### src/hw/rtl/chavg_pkg.sv
// ----------------------------------------------------------------------------
// Colour history averaging - shared package
// Widths, reset values and register indexes used across the block.
// ----------------------------------------------------------------------------
package chavg_pkg;

	// Default number of history entries the memory is sized for.
	localparam int MAX_HISTORY_DEF = 32;

	// Width of one colour channel.
	localparam int CH_W = 8;

	// Width of one stored RGB entry.
	localparam int COLOR_W = 3 * CH_W;

	// Configuration register width and index width.
	localparam int CFG_DATA_W = 6;
	localparam int CFG_IDX_W  = 2;

	// Register indexes.
	localparam logic [CFG_IDX_W-1:0] REG_WINDOW_LENGTH       = 2'd0;
	localparam logic [CFG_IDX_W-1:0] REG_BLACK_RUN_THRESHOLD = 2'd1;

	// Register reset values.
	localparam logic [CFG_DATA_W-1:0] WINDOW_LENGTH_RST       = 6'd20;
	localparam logic [CFG_DATA_W-1:0] BLACK_RUN_THRESHOLD_RST = 6'd5;

endpackage

### src/hw/rtl/chavg_if.sv
// ----------------------------------------------------------------------------
// Colour history averaging - channel interfaces
// Valid/ready channels for the picked colour, the averaged result and the
// configuration writes.
// ----------------------------------------------------------------------------
interface chavg_pick_if import chavg_pkg::*; ();
	logic            valid;
	logic            ready;
	logic [CH_W-1:0] new_red;
	logic [CH_W-1:0] new_green;
	logic [CH_W-1:0] new_blue;
	logic [CH_W-1:0] new_alpha;

	modport source (output valid, new_red, new_green, new_blue, new_alpha, input ready);
	modport sink   (input valid, new_red, new_green, new_blue, new_alpha, output ready);
endinterface

interface chavg_avg_if import chavg_pkg::*; ();
	logic            valid;
	logic            ready;
	logic [CH_W-1:0] avg_red;
	logic [CH_W-1:0] avg_green;
	logic [CH_W-1:0] avg_blue;
	logic [CH_W-1:0] avg_alpha;

	modport source (output valid, avg_red, avg_green, avg_blue, avg_alpha, input ready);
	modport sink   (input valid, avg_red, avg_green, avg_blue, avg_alpha, output ready);
endinterface

interface chavg_cfg_if import chavg_pkg::*; ();
	logic                  valid;
	logic                  ready;
	logic [CFG_IDX_W-1:0]  index;
	logic [CFG_DATA_W-1:0] data;

	modport source (output valid, index, data, input ready);
	modport sink   (input valid, index, data, output ready);
endinterface

### src/hw/rtl/chavg_ram.sv
// ----------------------------------------------------------------------------
// Colour history averaging - generic RAM
// One write port, one read port, read data registered.
// ----------------------------------------------------------------------------
module chavg_ram #(
	parameter int WIDTH = 24,
	parameter int DEPTH = 32
) (
	input  logic                     clk,
	input  logic                     we,
	input  logic [$clog2(DEPTH)-1:0] waddr,
	input  logic [WIDTH-1:0]         wdata,
	input  logic                     re,
	input  logic [$clog2(DEPTH)-1:0] raddr,
	output logic [WIDTH-1:0]         rdata
);

	logic [WIDTH-1:0] mem_q [DEPTH];

	always_ff @(posedge clk) begin
		if (we) begin
			mem_q[waddr] <= wdata;
		end
		if (re) begin
			rdata <= mem_q[raddr];
		end
	end

endmodule

### src/hw/rtl/chavg_scan.sv
// ----------------------------------------------------------------------------
// Colour history averaging - history walk
// Reads the history newest first, one entry a cycle, and accumulates the
// channel sums and the divisor count with the black run rule.
// ----------------------------------------------------------------------------
module chavg_scan import chavg_pkg::*; #(
	parameter int MAX_HISTORY = MAX_HISTORY_DEF,
	localparam int AW   = $clog2(MAX_HISTORY),
	localparam int CW   = $clog2(MAX_HISTORY + 1),
	localparam int SW   = CH_W + CW
) (
	input  logic                  clk,
	input  logic                  arst_n,
	input  logic                  start,
	input  logic [AW-1:0]         head,
	input  logic [CW-1:0]         fill,
	input  logic [CFG_DATA_W-1:0] thresh,
	output logic                  rd_en,
	output logic [AW-1:0]         rd_addr,
	input  logic [COLOR_W-1:0]    rd_data,
	output logic                  done,
	output logic [SW-1:0]         sum_red,
	output logic [SW-1:0]         sum_green,
	output logic [SW-1:0]         sum_blue,
	output logic [CW-1:0]         count
);

	localparam int CMPW = (CW > CFG_DATA_W) ? CW : CFG_DATA_W;

	logic          busy_q;
	logic [AW-1:0] addr_q;
	logic [CW-1:0] left_q;
	logic          vld_s1;
	logic          last_s1;
	logic          done_q;
	logic [CW-1:0] run_q, run_n;
	logic [CW-1:0] cnt_q, cnt_n;
	logic [SW-1:0] sr_q, sg_q, sb_q;
	logic [SW-1:0] sr_n, sg_n, sb_n;
	logic [CW-1:0] run_bonus;
	logic [CW-1:0] tail_bonus;

	assign rd_en   = busy_q;
	assign rd_addr = addr_q;

	// A run that has just ended counts only when it is longer than the threshold.
	assign run_bonus = (CMPW'(run_q) > CMPW'(thresh)) ? run_q : '0;

	always_comb begin
		run_n = run_q;
		cnt_n = cnt_q;
		sr_n  = sr_q;
		sg_n  = sg_q;
		sb_n  = sb_q;
		if (vld_s1) begin
			if (rd_data == '0) begin
				run_n = run_q + CW'(1);
			end else begin
				run_n = '0;
				cnt_n = cnt_q + run_bonus + CW'(1);
				sr_n  = sr_q + SW'(rd_data[3*CH_W-1:2*CH_W]);
				sg_n  = sg_q + SW'(rd_data[2*CH_W-1:CH_W]);
				sb_n  = sb_q + SW'(rd_data[CH_W-1:0]);
			end
		end
	end

	// The run still open at the oldest entry is judged the same way.
	assign tail_bonus = (CMPW'(run_n) > CMPW'(thresh)) ? run_n : '0;

	always_ff @(posedge clk or negedge arst_n) begin
		if (!arst_n) begin
			busy_q  <= 1'b0;
			vld_s1  <= 1'b0;
			last_s1 <= 1'b0;
			done_q  <= 1'b0;
		end else begin
			vld_s1  <= busy_q;
			last_s1 <= busy_q && (left_q == CW'(1));
			done_q  <= vld_s1 && last_s1;
			if (start) begin
				busy_q <= 1'b1;
			end else if (busy_q && (left_q == CW'(1))) begin
				busy_q <= 1'b0;
			end
		end
	end

	always_ff @(posedge clk) begin
		if (start) begin
			addr_q <= head;
			left_q <= fill;
			run_q  <= '0;
			cnt_q  <= '0;
			sr_q   <= '0;
			sg_q   <= '0;
			sb_q   <= '0;
		end else begin
			if (busy_q) begin
				addr_q <= (addr_q == '0) ? AW'(MAX_HISTORY - 1) : addr_q - AW'(1);
				left_q <= left_q - CW'(1);
			end
			run_q <= run_n;
			sr_q  <= sr_n;
			sg_q  <= sg_n;
			sb_q  <= sb_n;
			cnt_q <= (vld_s1 && last_s1) ? cnt_n + tail_bonus : cnt_n;
		end
	end

	assign done      = done_q;
	assign sum_red   = sr_q;
	assign sum_green = sg_q;
	assign sum_blue  = sb_q;
	assign count     = cnt_q;

endmodule

### src/hw/rtl/chavg_div.sv
// ----------------------------------------------------------------------------
// Colour history averaging - channel divider
// Restoring division of three sums by one count, one quotient bit a cycle.
// ----------------------------------------------------------------------------
module chavg_div import chavg_pkg::*; #(
	parameter int SW = 14,
	parameter int CW = 6
) (
	input  logic            clk,
	input  logic            arst_n,
	input  logic            start,
	input  logic [SW-1:0]   num_red,
	input  logic [SW-1:0]   num_green,
	input  logic [SW-1:0]   num_blue,
	input  logic [CW-1:0]   den,
	output logic            done,
	output logic [CH_W-1:0] quo_red,
	output logic [CH_W-1:0] quo_green,
	output logic [CH_W-1:0] quo_blue
);

	localparam int SCW = $clog2(SW + 1);
	localparam int RW  = CW + 1;

	logic           busy_q;
	logic           done_q;
	logic [SCW-1:0] step_q;
	logic [CW-1:0]  den_q;
	logic [SW-1:0]  dvd_q [3];
	logic [CW-1:0]  rem_q [3];
	logic [SW-1:0]  dvd_n [3];
	logic [CW-1:0]  rem_n [3];
	logic [RW-1:0]  rem_sh [3];

	// Each lane shifts the quotient bits into the dividend register.
	always_comb begin
		for (int k = 0; k < 3; k++) begin
			rem_sh[k] = {rem_q[k], dvd_q[k][SW-1]};
			if (rem_sh[k] >= RW'(den_q)) begin
				rem_n[k] = CW'(rem_sh[k] - RW'(den_q));
				dvd_n[k] = {dvd_q[k][SW-2:0], 1'b1};
			end else begin
				rem_n[k] = rem_sh[k][CW-1:0];
				dvd_n[k] = {dvd_q[k][SW-2:0], 1'b0};
			end
		end
	end

	always_ff @(posedge clk or negedge arst_n) begin
		if (!arst_n) begin
			busy_q <= 1'b0;
			done_q <= 1'b0;
			step_q <= '0;
		end else begin
			done_q <= busy_q && (step_q == SCW'(SW - 1));
			if (start) begin
				busy_q <= 1'b1;
				step_q <= '0;
			end else if (busy_q) begin
				step_q <= step_q + SCW'(1);
				if (step_q == SCW'(SW - 1)) begin
					busy_q <= 1'b0;
				end
			end
		end
	end

	always_ff @(posedge clk) begin
		if (start) begin
			den_q    <= den;
			dvd_q[0] <= num_red;
			dvd_q[1] <= num_green;
			dvd_q[2] <= num_blue;
			for (int k = 0; k < 3; k++) begin
				rem_q[k] <= '0;
			end
		end else if (busy_q) begin
			for (int k = 0; k < 3; k++) begin
				dvd_q[k] <= dvd_n[k];
				rem_q[k] <= rem_n[k];
			end
		end
	end

	// A zero count gives black.
	assign quo_red   = (den_q == '0) ? '0 : dvd_q[0][CH_W-1:0];
	assign quo_green = (den_q == '0) ? '0 : dvd_q[1][CH_W-1:0];
	assign quo_blue  = (den_q == '0) ? '0 : dvd_q[2][CH_W-1:0];
	assign done      = done_q;

endmodule

### src/hw/rtl/color_history_average_core.sv
// ----------------------------------------------------------------------------
// Colour history averaging - top level
// Keeps the newest picked colours in a ring buffer and returns the average
// colour over the history, with black runs counted by a threshold rule.
// ----------------------------------------------------------------------------
//
//  Channel   Role    Handshake      Payload
//  pick_ch   sink    valid/ready    new_red, new_green, new_blue, new_alpha
//  avg_ch    source  valid/ready    avg_red, avg_green, avg_blue, avg_alpha
//  cfg_ch    sink    valid/ready    index, data (always ready)
//
//  For each item the history walk reads fill entries, fill being the history
//  occupancy after the item (at most the window), and the divider forms SW
//  quotient bits, SW being the sum width (CH_W plus the count width, 14 for
//  32 entries). The walk is bound by the single read port of the ring buffer,
//  one entry a cycle; the divider retires one quotient bit a cycle.
//  Reset clears the fill count, ring pointer and state and sets the registers
//  to defaults; the ring buffer is not cleared, as only written entries are read.
//  A result waiting on avg_ch does not block the next item; only a second
//  finished result stalls the block until the first one is taken.
//
module color_history_average_core import chavg_pkg::*; #(
	parameter int MAX_HISTORY = MAX_HISTORY_DEF
) (
	input logic         clk,
	input logic         arst_n,
	chavg_pick_if.sink  pick_ch,
	chavg_avg_if.source avg_ch,
	chavg_cfg_if.sink   cfg_ch
);

	localparam int AW = $clog2(MAX_HISTORY);
	localparam int CW = $clog2(MAX_HISTORY + 1);
	localparam int SW = CH_W + CW;
	// Common width for comparing the fill count with configuration values.
	localparam int WW = (CW > CFG_DATA_W + 1) ? CW : CFG_DATA_W + 1;

	typedef enum logic [3:0] {
		ST_IDLE = 4'b0001,
		ST_SCAN = 4'b0010,
		ST_DIV  = 4'b0100,
		ST_HOLD = 4'b1000
	} state_t;

	state_t state_q;

	logic [CFG_DATA_W-1:0] window_q;
	logic [CFG_DATA_W-1:0] thresh_q;
	logic [AW-1:0]         head_q, head_n;
	logic [CW-1:0]         fill_q, fill_n;
	logic [CH_W-1:0]       alpha_q;
	logic [WW-1:0]         win_eff;
	logic [WW-1:0]         fill_inc;
	logic                  pick_acc;
	logic                  avg_free;
	logic                  avg_load;

	logic                  rd_en;
	logic [AW-1:0]         rd_addr;
	logic [COLOR_W-1:0]    rd_data;
	logic                  scan_done;
	logic [SW-1:0]         sum_red, sum_green, sum_blue;
	logic [CW-1:0]         count;
	logic                  div_done;
	logic [CH_W-1:0]       quo_red, quo_green, quo_blue;

	logic                  avg_valid_q;
	logic [CH_W-1:0]       avg_red_q, avg_green_q, avg_blue_q, avg_alpha_q;

	// Configuration writes are taken at any time; the user writes only while idle.
	assign cfg_ch.ready = 1'b1;

	always_ff @(posedge clk or negedge arst_n) begin
		if (!arst_n) begin
			window_q <= WINDOW_LENGTH_RST;
			thresh_q <= BLACK_RUN_THRESHOLD_RST;
		end else if (cfg_ch.valid) begin
			unique case (cfg_ch.index)
				REG_WINDOW_LENGTH:       window_q <= cfg_ch.data;
				REG_BLACK_RUN_THRESHOLD: thresh_q <= cfg_ch.data;
				default: ;
			endcase
		end
	end

	// The effective window is clamped to between one and the buffer depth.
	always_comb begin
		if (window_q == '0) begin
			win_eff = WW'(1);
		end else if (WW'(window_q) > WW'(MAX_HISTORY)) begin
			win_eff = WW'(MAX_HISTORY);
		end else begin
			win_eff = WW'(window_q);
		end
	end

	// The fill count follows a shrunk window at once, dropping the oldest entries.
	assign fill_inc = WW'(fill_q) + WW'(1);
	assign fill_n   = (fill_inc < win_eff) ? CW'(fill_inc) : CW'(win_eff);
	assign head_n   = (head_q == AW'(MAX_HISTORY - 1)) ? '0 : head_q + AW'(1);

	assign pick_ch.ready = (state_q == ST_IDLE);
	assign pick_acc      = pick_ch.valid && pick_ch.ready;
	assign avg_free      = !avg_valid_q || avg_ch.ready;
	// A finished result moves into the output register once that is free.
	assign avg_load      = ((state_q == ST_DIV && div_done) || state_q == ST_HOLD) && avg_free;

	always_ff @(posedge clk or negedge arst_n) begin
		if (!arst_n) begin
			head_q  <= '0;
			fill_q  <= '0;
		end else if (pick_acc) begin
			head_q <= head_n;
			fill_q <= fill_n;
		end
	end

	always_ff @(posedge clk) begin
		if (pick_acc) begin
			alpha_q <= pick_ch.new_alpha;
		end
	end

	// The newest colour is written at the new head; the walk first reads there
	// in the cycle after the write, so the buffer already holds it.
	chavg_ram #(
		.WIDTH (COLOR_W),
		.DEPTH (MAX_HISTORY)
	) u_ram (
		.clk   (clk),
		.we    (pick_acc),
		.waddr (head_n),
		.wdata ({pick_ch.new_red, pick_ch.new_green, pick_ch.new_blue}),
		.re    (rd_en),
		.raddr (rd_addr),
		.rdata (rd_data)
	);

	chavg_scan #(
		.MAX_HISTORY (MAX_HISTORY)
	) u_scan (
		.clk       (clk),
		.arst_n    (arst_n),
		.start     (pick_acc),
		.head      (head_n),
		.fill      (fill_n),
		.thresh    (thresh_q),
		.rd_en     (rd_en),
		.rd_addr   (rd_addr),
		.rd_data   (rd_data),
		.done      (scan_done),
		.sum_red   (sum_red),
		.sum_green (sum_green),
		.sum_blue  (sum_blue),
		.count     (count)
	);

	chavg_div #(
		.SW (SW),
		.CW (CW)
	) u_div (
		.clk       (clk),
		.arst_n    (arst_n),
		.start     (scan_done),
		.num_red   (sum_red),
		.num_green (sum_green),
		.num_blue  (sum_blue),
		.den       (count),
		.done      (div_done),
		.quo_red   (quo_red),
		.quo_green (quo_green),
		.quo_blue  (quo_blue)
	);

	// Sequencer: walk, divide, then hand over to the output register. The
	// quotients stay put in the divider while a result waits in HOLD.
	always_ff @(posedge clk or negedge arst_n) begin
		if (!arst_n) begin
			state_q     <= ST_IDLE;
			avg_valid_q <= 1'b0;
		end else begin
			if (avg_load) begin
				avg_valid_q <= 1'b1;
			end else if (avg_valid_q && avg_ch.ready) begin
				avg_valid_q <= 1'b0;
			end
			unique case (state_q) inside
				ST_IDLE: begin
					if (pick_acc) begin
						state_q <= ST_SCAN;
					end
				end
				ST_SCAN: begin
					if (scan_done) begin
						state_q <= ST_DIV;
					end
				end
				ST_DIV, ST_HOLD: begin
					if (avg_load) begin
						state_q <= ST_IDLE;
					end else if (div_done) begin
						state_q <= ST_HOLD;
					end
				end
				default: state_q <= ST_IDLE;
			endcase
		end
	end

	always_ff @(posedge clk) begin
		if (avg_load) begin
			avg_red_q   <= quo_red;
			avg_green_q <= quo_green;
			avg_blue_q  <= quo_blue;
			avg_alpha_q <= alpha_q;
		end
	end

	assign avg_ch.valid     = avg_valid_q;
	assign avg_ch.avg_red   = avg_red_q;
	assign avg_ch.avg_green = avg_green_q;
	assign avg_ch.avg_blue  = avg_blue_q;
	assign avg_ch.avg_alpha = avg_alpha_q;

	// The walk finishes only while the sequencer waits for it.
	assert property (@(posedge clk) disable iff (!arst_n)
		scan_done |-> (state_q == ST_SCAN))
		else $error("history walk finished outside the scan phase");

	// The divider finishes only while the sequencer waits for it.
	assert property (@(posedge clk) disable iff (!arst_n)
		div_done |-> (state_q == ST_DIV))
		else $error("divider finished outside the divide phase");

	// After an accepted item the history holds at least that item, and never
	// more entries than the buffer has.
	assert property (@(posedge clk) disable iff (!arst_n)
		pick_acc |=> (fill_q != '0) && (WW'(fill_q) <= WW'(MAX_HISTORY)))
		else $error("fill count out of range after an item");

	// A waiting result is not overwritten by the next one.
	assert property (@(posedge clk) disable iff (!arst_n)
		(avg_valid_q && !avg_ch.ready) |=> avg_valid_q && $stable(avg_red_q)
			&& $stable(avg_green_q) && $stable(avg_blue_q) && $stable(avg_alpha_q))
		else $error("pending result changed before it was taken");

endmodule

### src/flat_wrapper.sv
// flat-port wrapper written by rule: the top's interface ports become plain ports
module color_history_average_core_flat import chavg_pkg::*;
#(
	parameter int MAX_HISTORY = MAX_HISTORY_DEF
)
  (clk, arst_n, pick_ch_valid, pick_ch_new_red, pick_ch_new_green, pick_ch_new_blue, pick_ch_new_alpha, pick_ch_ready, avg_ch_valid, avg_ch_avg_red, avg_ch_avg_green, avg_ch_avg_blue, avg_ch_avg_alpha, avg_ch_ready, cfg_ch_valid, cfg_ch_index, cfg_ch_data, cfg_ch_ready);
  chavg_pick_if pick_ch_i ();
  chavg_avg_if avg_ch_i ();
  chavg_cfg_if cfg_ch_i ();
  input logic clk;
  input logic arst_n;
  input wire logic [$bits(pick_ch_i.valid)-1:0] pick_ch_valid;
  input wire logic [$bits(pick_ch_i.new_red)-1:0] pick_ch_new_red;
  input wire logic [$bits(pick_ch_i.new_green)-1:0] pick_ch_new_green;
  input wire logic [$bits(pick_ch_i.new_blue)-1:0] pick_ch_new_blue;
  input wire logic [$bits(pick_ch_i.new_alpha)-1:0] pick_ch_new_alpha;
  output wire logic [$bits(pick_ch_i.ready)-1:0] pick_ch_ready;
  output wire logic [$bits(avg_ch_i.valid)-1:0] avg_ch_valid;
  output wire logic [$bits(avg_ch_i.avg_red)-1:0] avg_ch_avg_red;
  output wire logic [$bits(avg_ch_i.avg_green)-1:0] avg_ch_avg_green;
  output wire logic [$bits(avg_ch_i.avg_blue)-1:0] avg_ch_avg_blue;
  output wire logic [$bits(avg_ch_i.avg_alpha)-1:0] avg_ch_avg_alpha;
  input wire logic [$bits(avg_ch_i.ready)-1:0] avg_ch_ready;
  input wire logic [$bits(cfg_ch_i.valid)-1:0] cfg_ch_valid;
  input wire logic [$bits(cfg_ch_i.index)-1:0] cfg_ch_index;
  input wire logic [$bits(cfg_ch_i.data)-1:0] cfg_ch_data;
  output wire logic [$bits(cfg_ch_i.ready)-1:0] cfg_ch_ready;
  assign pick_ch_i.valid = pick_ch_valid;
  assign pick_ch_i.new_red = pick_ch_new_red;
  assign pick_ch_i.new_green = pick_ch_new_green;
  assign pick_ch_i.new_blue = pick_ch_new_blue;
  assign pick_ch_i.new_alpha = pick_ch_new_alpha;
  assign pick_ch_ready = pick_ch_i.ready;
  assign avg_ch_valid = avg_ch_i.valid;
  assign avg_ch_avg_red = avg_ch_i.avg_red;
  assign avg_ch_avg_green = avg_ch_i.avg_green;
  assign avg_ch_avg_blue = avg_ch_i.avg_blue;
  assign avg_ch_avg_alpha = avg_ch_i.avg_alpha;
  assign avg_ch_i.ready = avg_ch_ready;
  assign cfg_ch_i.valid = cfg_ch_valid;
  assign cfg_ch_i.index = cfg_ch_index;
  assign cfg_ch_i.data = cfg_ch_data;
  assign cfg_ch_ready = cfg_ch_i.ready;
  color_history_average_core #(.MAX_HISTORY(MAX_HISTORY)) u_core (.clk(clk), .arst_n(arst_n), .pick_ch(pick_ch_i), .avg_ch(avg_ch_i), .cfg_ch(cfg_ch_i));
endmodule
### config.mk
export PLATFORM = sky130hd
export DESIGN_NAME = color_history_average_core_flat
export DESIGN_NICKNAME = d
export VERILOG_FILES = /design/src/hw/rtl/chavg_pkg.sv /design/src/hw/rtl/chavg_if.sv /design/src/hw/rtl/chavg_ram.sv /design/src/hw/rtl/chavg_scan.sv /design/src/hw/rtl/chavg_div.sv /design/src/hw/rtl/color_history_average_core.sv /design/src/flat_wrapper.sv
export SDC_FILE = /design/constraint.sdc
export NUM_CORES = 1
export LEC_CHECK = 0
export BUFFER_PORTS_ARGS = -buffer_cell sky130_fd_sc_hd__buf_2
export CAP_MARGIN = 20
export CORE_ASPECT_RATIO = 0.75
export CORE_MARGIN = 5
export CORE_UTILIZATION = 55
export CTS_CLUSTER_DIAMETER = 40
export DETAILED_ROUTE_END_ITERATION = 7
export PLACE_DENSITY = 0.82
export SYNTH_ARGS = -nofsm -noshare
export SYNTH_HDL_FRONTEND = slang
export SYNTH_SLANG_ARGS = --single-unit
### constraint.sdc
create_clock -name clk -period 8.1 [get_ports clk]
set_input_delay 0.405 -clock clk [delete_from_list [all_inputs] [get_ports clk]]
set_output_delay 0.405 -clock clk [all_outputs]
set_load 0.005 [all_outputs]
Yosys cells after proc, flatten, opt, wreduce, memory -nomap -nowiden
Memories as Yosys holds them, arrays and structs flattened. A register that Yosys moved wholly into a read port is not among the register bits.
Index checks and enable logic that the tools add are counted.
W data, S select, Z words.
{ "op_classes": {"n_bitwise": 7, "addsub": 15, "magnitude_cmp": 7, "n_mux": 49, "reduce_logical": 24, "shifts": 0, "mul": 0, "n_div": 0, "eq_ne": 11} }
{ "op_table": {"columns": ["op", "count"], "rows": [
  ["$mux W6", 18],
  ["$add A14 B8 Y14", 3],
  ["$mux W14", 3],
  ["$logic_not A24 Y1", 1],
  ["$mux W4", 6],
  ["$ge A7 B6 Y1", 3],
  ["$mux W5", 4],
  ["$sub A6 B6 Y6", 3],
  ["$mux W1", 17],
  ["$add A6 B1 Y6 const B", 2],
  ["$add A6 B6 Y6", 2],
  ["$gt A6 B6 Y1", 2],
  ["$logic_not A6 Y1", 2],
  ["$pmux W4 S3", 1],
  ["$eq A4 B4 Y1 const B", 2],
  ["$reduce_bool A2 Y1", 4],
  ["$add A6 B1 Y7 const B", 1],
  ["$logic_and A1 B1 Y1", 7],
  ["$lt A7 B6 Y1", 1],
  ["$eq A6 B1 Y1 const B", 1],
  ["$gt A6 B6 Y1 const B", 1],
  ["$or A1 B1 Y1", 6],
  ["$reduce_and A2 Y1", 3],
  ["$sub A6 B1 Y6 const B", 1],
  ["other kinds (17)", 19]
]} }
{ "totals": {"input_bits": 45, "latch_bits": 0, "rom_bits": 0, "ramBits": 828, "wordCells": 142, "ff_bits": 149, "output_inout_bits": 35, "mem_count": 3} }
{ "memory_table": {"columns": ["memory", "depth", "word_bits", "rd", "rd_clocked_by_memory_dff", "write_ports", "line_no", "rtl"], "rows": [
  ["u_core.u_ram.mem_q", 32, 24, 1, 1, 1, "chavg_ram.sv:18", "logic [WIDTH-1:0] mem_q [DEPTH];"],
  ["u_core.u_div.dvd_q", 3, 14, 3, 0, 3, "chavg_div.sv:29", "logic [SW-1:0] dvd_q [3];"],
  ["u_core.u_div.rem_q", 3, 6, 3, 0, 3, "chavg_div.sv:30", "logic [CW-1:0] rem_q [3];"]
]} }

Depth between registers and ports, before layout
{ "depth": {"depth_word": 8, "depth_mapped": 21, "mapped_depth_nobuf": 20} }

Modules after synthesis
Synthesis repeated with hierarchy kept, for this count alone.
{ "unflattened": {"cells_unflattened": 2864, "area_unflattened_um2": 42183.0} }
{ "by_module_without_submodules": {"columns": ["mod", "instances", "area_each_um2", "cells_per_inst"], "rows": [
  ["chavg_ram", 1, 30723.2, 1711],
  ["chavg_scan", 1, 4609.4, 550],
  ["chavg_div", 1, 3982.6, 386],
  ["color_history_average_core", 1, 2867.8, 217]
]} }

Worst setup path after synthesis
No wires, ideal clock.
{ "synth_timing": {"kind": "register to register", "startpoint": "register u_core.u_ram.rdata[9] (read register of u_core.u_ram.mem_q)", "endpoint": "register u_core.u_scan.cnt_q[5], in the netlist u_core.u_scan.count[5]", "setup_slack_ns": 4.043, "n_path_buf": 2, "period_less_slack_ns": 4.057, "setup_ns": 0.072, "stages_incl_launch_ff": 21, "t_arrival_ns": 3.985, "path_cell_list": "edfxtp_1 -> nor4_1 -> nand4_1 -> o21a_1 -> clkbuf_1 -> clkbuf_1 -> nor2_1 -> ha_1 -> a21oi_1 -> a21boi_0 -> o32a_1 -> nand2_1 -> inv_1 -> ha_1 -> a21o_1 -> o21ba_2 -> or2_2 -> a21oi_1 -> xor2_1 -> or3_1 -> mux2i_1"} }
{ "synth_via": {"elab_chain_cells": 7, "elab_cells_between_ends": 9} }
{ "synth_rtl": {"columns": ["element", "line_no", "rtl"], "rows": [
  ["from (decl)", "chavg_ram.sv:15", "output logic [WIDTH-1:0] rdata"],
  ["$logic_not A24 Y1 (*)", "chavg_scan.sv:56", "if (rd_data == '0) begin"],
  ["$mux W6 (*)", "chavg_scan.sv:56", null],
  ["$mux W6 (*)", "chavg_scan.sv:55", "if (vld_s1) begin"],
  ["named net u_core.u_scan.run_n[4]", "chavg_scan.sv:36", "logic [CW-1:0] run_q, run_n;"],
  ["$gt A6 B6 Y1", "chavg_scan.sv:69", "assign tail_bonus = (CMPW'(run_n) > CMPW'(thresh)) ? run_n : '0;"],
  ["$mux W6 (*)", "chavg_scan.sv:69", null],
  ["$add A6 B6 Y6 (*)", "chavg_scan.sv:107", "cnt_q <= (vld_s1 && last_s1) ? cnt_n + tail_bonus : cnt_n;"],
  ["$mux W6 (*)", "chavg_scan.sv:107", null],
  ["to (signal assigned)", "chavg_scan.sv:107", null],
  ["to (decl)", "chavg_scan.sv:37", "logic [CW-1:0] cnt_q, cnt_n;"]
]} }
The timed path passes the listed nets; every way through them passes the cells marked *.
A chain may end at the register's enable or synchronous reset.

Worst setup path after layout
{ "layout_timing": {"startpoint": "register u_core.u_ram.rdata[23] (read register of u_core.u_ram.mem_q)", "endpoint": "register u_core.u_scan.cnt_q[5], in the netlist u_core.u_scan.count[5]"} }
The elaborated chain is that of the path after synthesis.

==> metrics.md <==
| Metric | Value |
|---|---|
| Status | completed |
| PD cells | 362 nW/um^2 |
| Fraction of registers with async set/reset | 3.80% |
| Final number of hold-violating endpoints | 0 |
| Worst min-delay path class | in2reg |
| Static Leak | 15.7 nW |
| Worst endpoint data arrival time | 5.23 ns |
| Worst R2R Setup Slack | 3.49 ns |
| Pin count of the biggest net entering global routing | 162 |
| I/O Buffers | 78 |
| Root Buffer | clkbuf_16 |
| Crit Path Category | reg2reg |
| Height of the die | 247 um |
| Mapped Cells | 2,302 |
| Setup Skew | 0.0637 ns |
| Yosys top cell by area | edfxtp_1 |
| TritonCTS clock tree | done |
| Die footprint | 80,400 um^2 |
| Post-cts resize count | 0 |
| IO Pins | 80 |
| Worst-skew pair later-pin latency | 0.68 ns |
| Row count | 86 |
| Maximum VDD drop | 0.347 mV |
| CP Max Fanout | 37 |
| Post-CTS Hold Buffers | 10 |
| Average wire per standard cell | 28.7 um |
| Post-synth top area share | 66.4% |
| Critical Path End | u_core.u_scan.count[5]$_SDFF_PP0_ |
| Vias in the first global route | 22,800 |
| Setup crit start kind | flip-flop |
| Mean Syn Cell Area | 17.9 um^2 |
| Clock tree sinks | 1,001 |
| Post-synth EDFFs | 909 |
| YS warnings | 0 |
| Synth top area cells | edfxtp_1 66%, mux4_2 13%, dfxtp_1 2.6%, ha_1 2.5%, nand2_1 2.0% |
| DP HPWL | 54,800 um |
| Initial antenna violation count | 10 |
| Setup Viol. Count Final | 0 |
| Via count | 22,400 |
| Global-route wire length before repair | 148,000 um |
| DRT Pass-1 Iters | 6 |
| DRC Markers | 0 |
| Setup crit end kind | flip-flop |
| GRT Total Usage | 25.1% |
| Worst-path clk slew | 0.07 ns |
| RR Endpoint | u_core.u_scan.count[5]$_SDFF_PP0_ |
| Total grt overflow | 0 |
| CP required | 8.71 ns |
| RSZ-0062 raised after global routing | false |
| Library cells used by synthesis | 58 |
| DR vias/cell | 6.42 |
| Sequential area share after synthesis | 71.3% |
| Syn_nets | 2,437 |
| Core area | 73,800 um^2 |
| Initial Utilization | 55.7% |
| Slew Limit Fails | 0 |
| Post-Syn Area | 41,100 um^2 |
| Setup ws final | 3.49 ns |
| Worst-Margin Slew | 1.05 ns |
| Placed Cells | 3,294 |
| Worst R2R Start | u_core.u_ram.rdata[23]$_DFFE_PP_ |
| H-tree Lvls | 3 |
| R2R cell count | 19 |
| Period minus WS final | 4.61 ns |
| Placer Congestion | 0.831 |
| Routed wire length | 100,000 um |
| Period utilization | 57.0% |
| Main synth FF type | edfxtp_1 |
| Share of cells above drive strength 1 | 23.8% |
| ANT nets after route | 0 |
| Die X | 326 um |
| Post-CTS setup buffers | 0 |
| Nets@finish | 2,577 |
| DP Worst Slack | 3.55 ns |
| Layout Cells excl Fill | 3,494 |
| Total Neg Setup Slack | 0 ns |
| Number of CTS-inserted buffers | 97 |
| Max-cap violations | 0 |
| Setup crit start | u_core.u_ram.rdata[23]$_DFFE_PP_ |
| Area grow syn2layout | 12.9% |
| Register bit total from synthesis | 1,001 |
| Fmax | 0.217 GHz |
| Worst relative slew slack | 29.8% |
| Clock Path Buffers | 3 |
| Starting DRT DRC Count | 2,721 |
==> layout make-up <==
type / instances / area, um^2
Antenna cell: 4 / 10.0
Timing Repair Buffer: 138 / 1120
Multi-Input combinational cell: 1141 / 11300
Inverter: 63 / 236
Tap cell: 968 / 1210
Fill cell: 4893 / 27400
Sequential cell: 1001 / 29300
Clock inverter: 52 / 473
Clock buffer: 127 / 2720
==> cell usage in the layout (no fill, tap or decap), types with 33 or more instances in the layout <==
cell type | netlist | final
edfxtp_1 | 909 | 909
mux4_2 | 240 | 240
buf_2 | 9 | 78
nand2_1 | 223 | 223
nor2_4 | 0 | 33
inv_1 | 61 | 61
o21ai_0 | 67 | 67
dfxtp_1 | 54 | 54
ha_1 | 82 | 82
clkbuf_16 | 0 | 104
mux2_2 | 35 | 35
nor2_1 | 109 | 76
xnor2_1 | 36 | 36
a21oi_1 | 52 | 52
buf_4 | 13 | 33
dfrtp_1 | 33 | 33
==> power breakdown <==
group | total, mW | leakage (nW) | internal, mW | switching, mW
logic | 5.43 | 4.92 | 2.38 | 3.05
clock network | 4.51 | 1.55 | 2.50 | 2.01
registers | 6.85 | 9.20 | 6.43 | 0.418
==> how the worst min path moves through the flow <==
stage	slack, ns	cells after the start	endpoint	start
6_report	0.03	2	u_core.thresh_q[4]$_DFFE_PN0P_	cfg_ch_data[4]
5_1_grt	0.009	2	u_core.thresh_q[4]$_DFFE_PN0P_	cfg_ch_data[4]
4_1_cts	0.003	2	u_core.thresh_q[4]$_DFFE_PN0P_	cfg_ch_data[4]
3_5_place_dp	0.41	0	u_core.avg_ch.avg_alpha[3]$_DFFE_PP_	u_core.alpha_q[3]$_DFFE_PP_
3_3_place_gp	0.40	0	u_core.avg_ch.avg_alpha[5]$_DFFE_PP_	u_core.alpha_q[5]$_DFFE_PP_
2_1_floorplan	0.11	0	u_core.avg_ch.valid$_DFFE_PN0P_	arst_n
==> cells in the mapped netlist, types with 8 or more instances <==
cell type	instances
nand3_1	30
fa_1	8
buf_4	13
o21ai_0	67
nor2b_1	16
nand4_1	20
a31oi_1	10
edfxtp_1	909
clkbuf_1	60
xnor2_1	36
ha_1	82
a21oi_1	52
o31ai_1	10
o21a_1	18
nor3_1	19
inv_1	61
dfxtp_1	54
xor2_1	20
dfrtp_1	33
mux2_2	35
a21o_1	10
mux4_2	240
nor2_1	109
nand2_1	223
buf_2	9
nand2b_1	10
nor4_1	11
and2_1	32
buf_1	9
a211oi_1	12
==> cells by family (layout without fill, tap and decap cells) <==
family | after synthesis | in the layout | synth area share [%]
flops | 1001 | 1001 | 71.3
simple gates | 501 | 501 | 5.49
mux | 278 | 278 | 14.2
compound gates | 215 | 215 | 3.22
buf+inv | 160 | 380 | 1.72
fa+ha+maj | 90 | 90 | 2.88
xor+xnor | 56 | 56 | 1.19
other cells | 1 | 5 | 0.00912
==> registers in the layout, summed over array words and instances, names as in the netlist, 8 cells and up <==
name and count:
u_core.u_div.rem_q 18, u_core.u_div.dvd_q 42, u_core.u_scan.sum_blue 14, u_core.u_scan.sum_red 14
u_core.avg_ch.avg_green 8, u_core.u_scan.sum_green 14, u_core.avg_ch.avg_blue 8, u_core.avg_ch.avg_alpha 8
u_core.avg_ch.avg_red 8, u_core.alpha_q 8, u_core.u_ram.rdata 24, u_core.u_ram.mem_q 768
==> worst max-delay path: stages, from the launching register on <==
cell      delay [ns]
edfxtp_1        0.41
nor4_1          0.39
nand4_1         0.31
o21a_1          0.26
buf_4           0.26
nor2_1          0.17
ha_1            0.27
a21oi_1         0.15
a21boi_0        0.10
o32a_1          0.37
nand2_1         0.12
nor2_1          0.07
ha_1            0.33
o21ai_0         0.18
o21ba_2         0.18
or2_2           0.27
a21oi_1         0.17
xor2_1          0.09
or3_1           0.31
mux2i_1         0.12
==> metal layers <==
layer	global-route usage [%]	routed length, um	vias up
li1	-	-	9367
met1	32.2	36700	11500
met2	41.6	49300	1259
met3	6.97	9950	267
met4	9.80	4280	10
met5	0	75	-
==> per-stage QoR <==
stage          util (%)  hold slack (ns)  instance area [um^2]  power (mW)
4_1_cts            62.7          0.00286                 46300        16.8
2_1_floorplan         -            0.109                 41100        10.7
5_1_grt            62.9          0.00882                 46400        17.6
3_5_place_dp       58.2            0.413                 43000        12.2
6_report           62.9           0.0339                 46400        16.8
3_3_place_gp       58.0            0.400                 42800        11.9
Power figures use the tool's default switching activity.
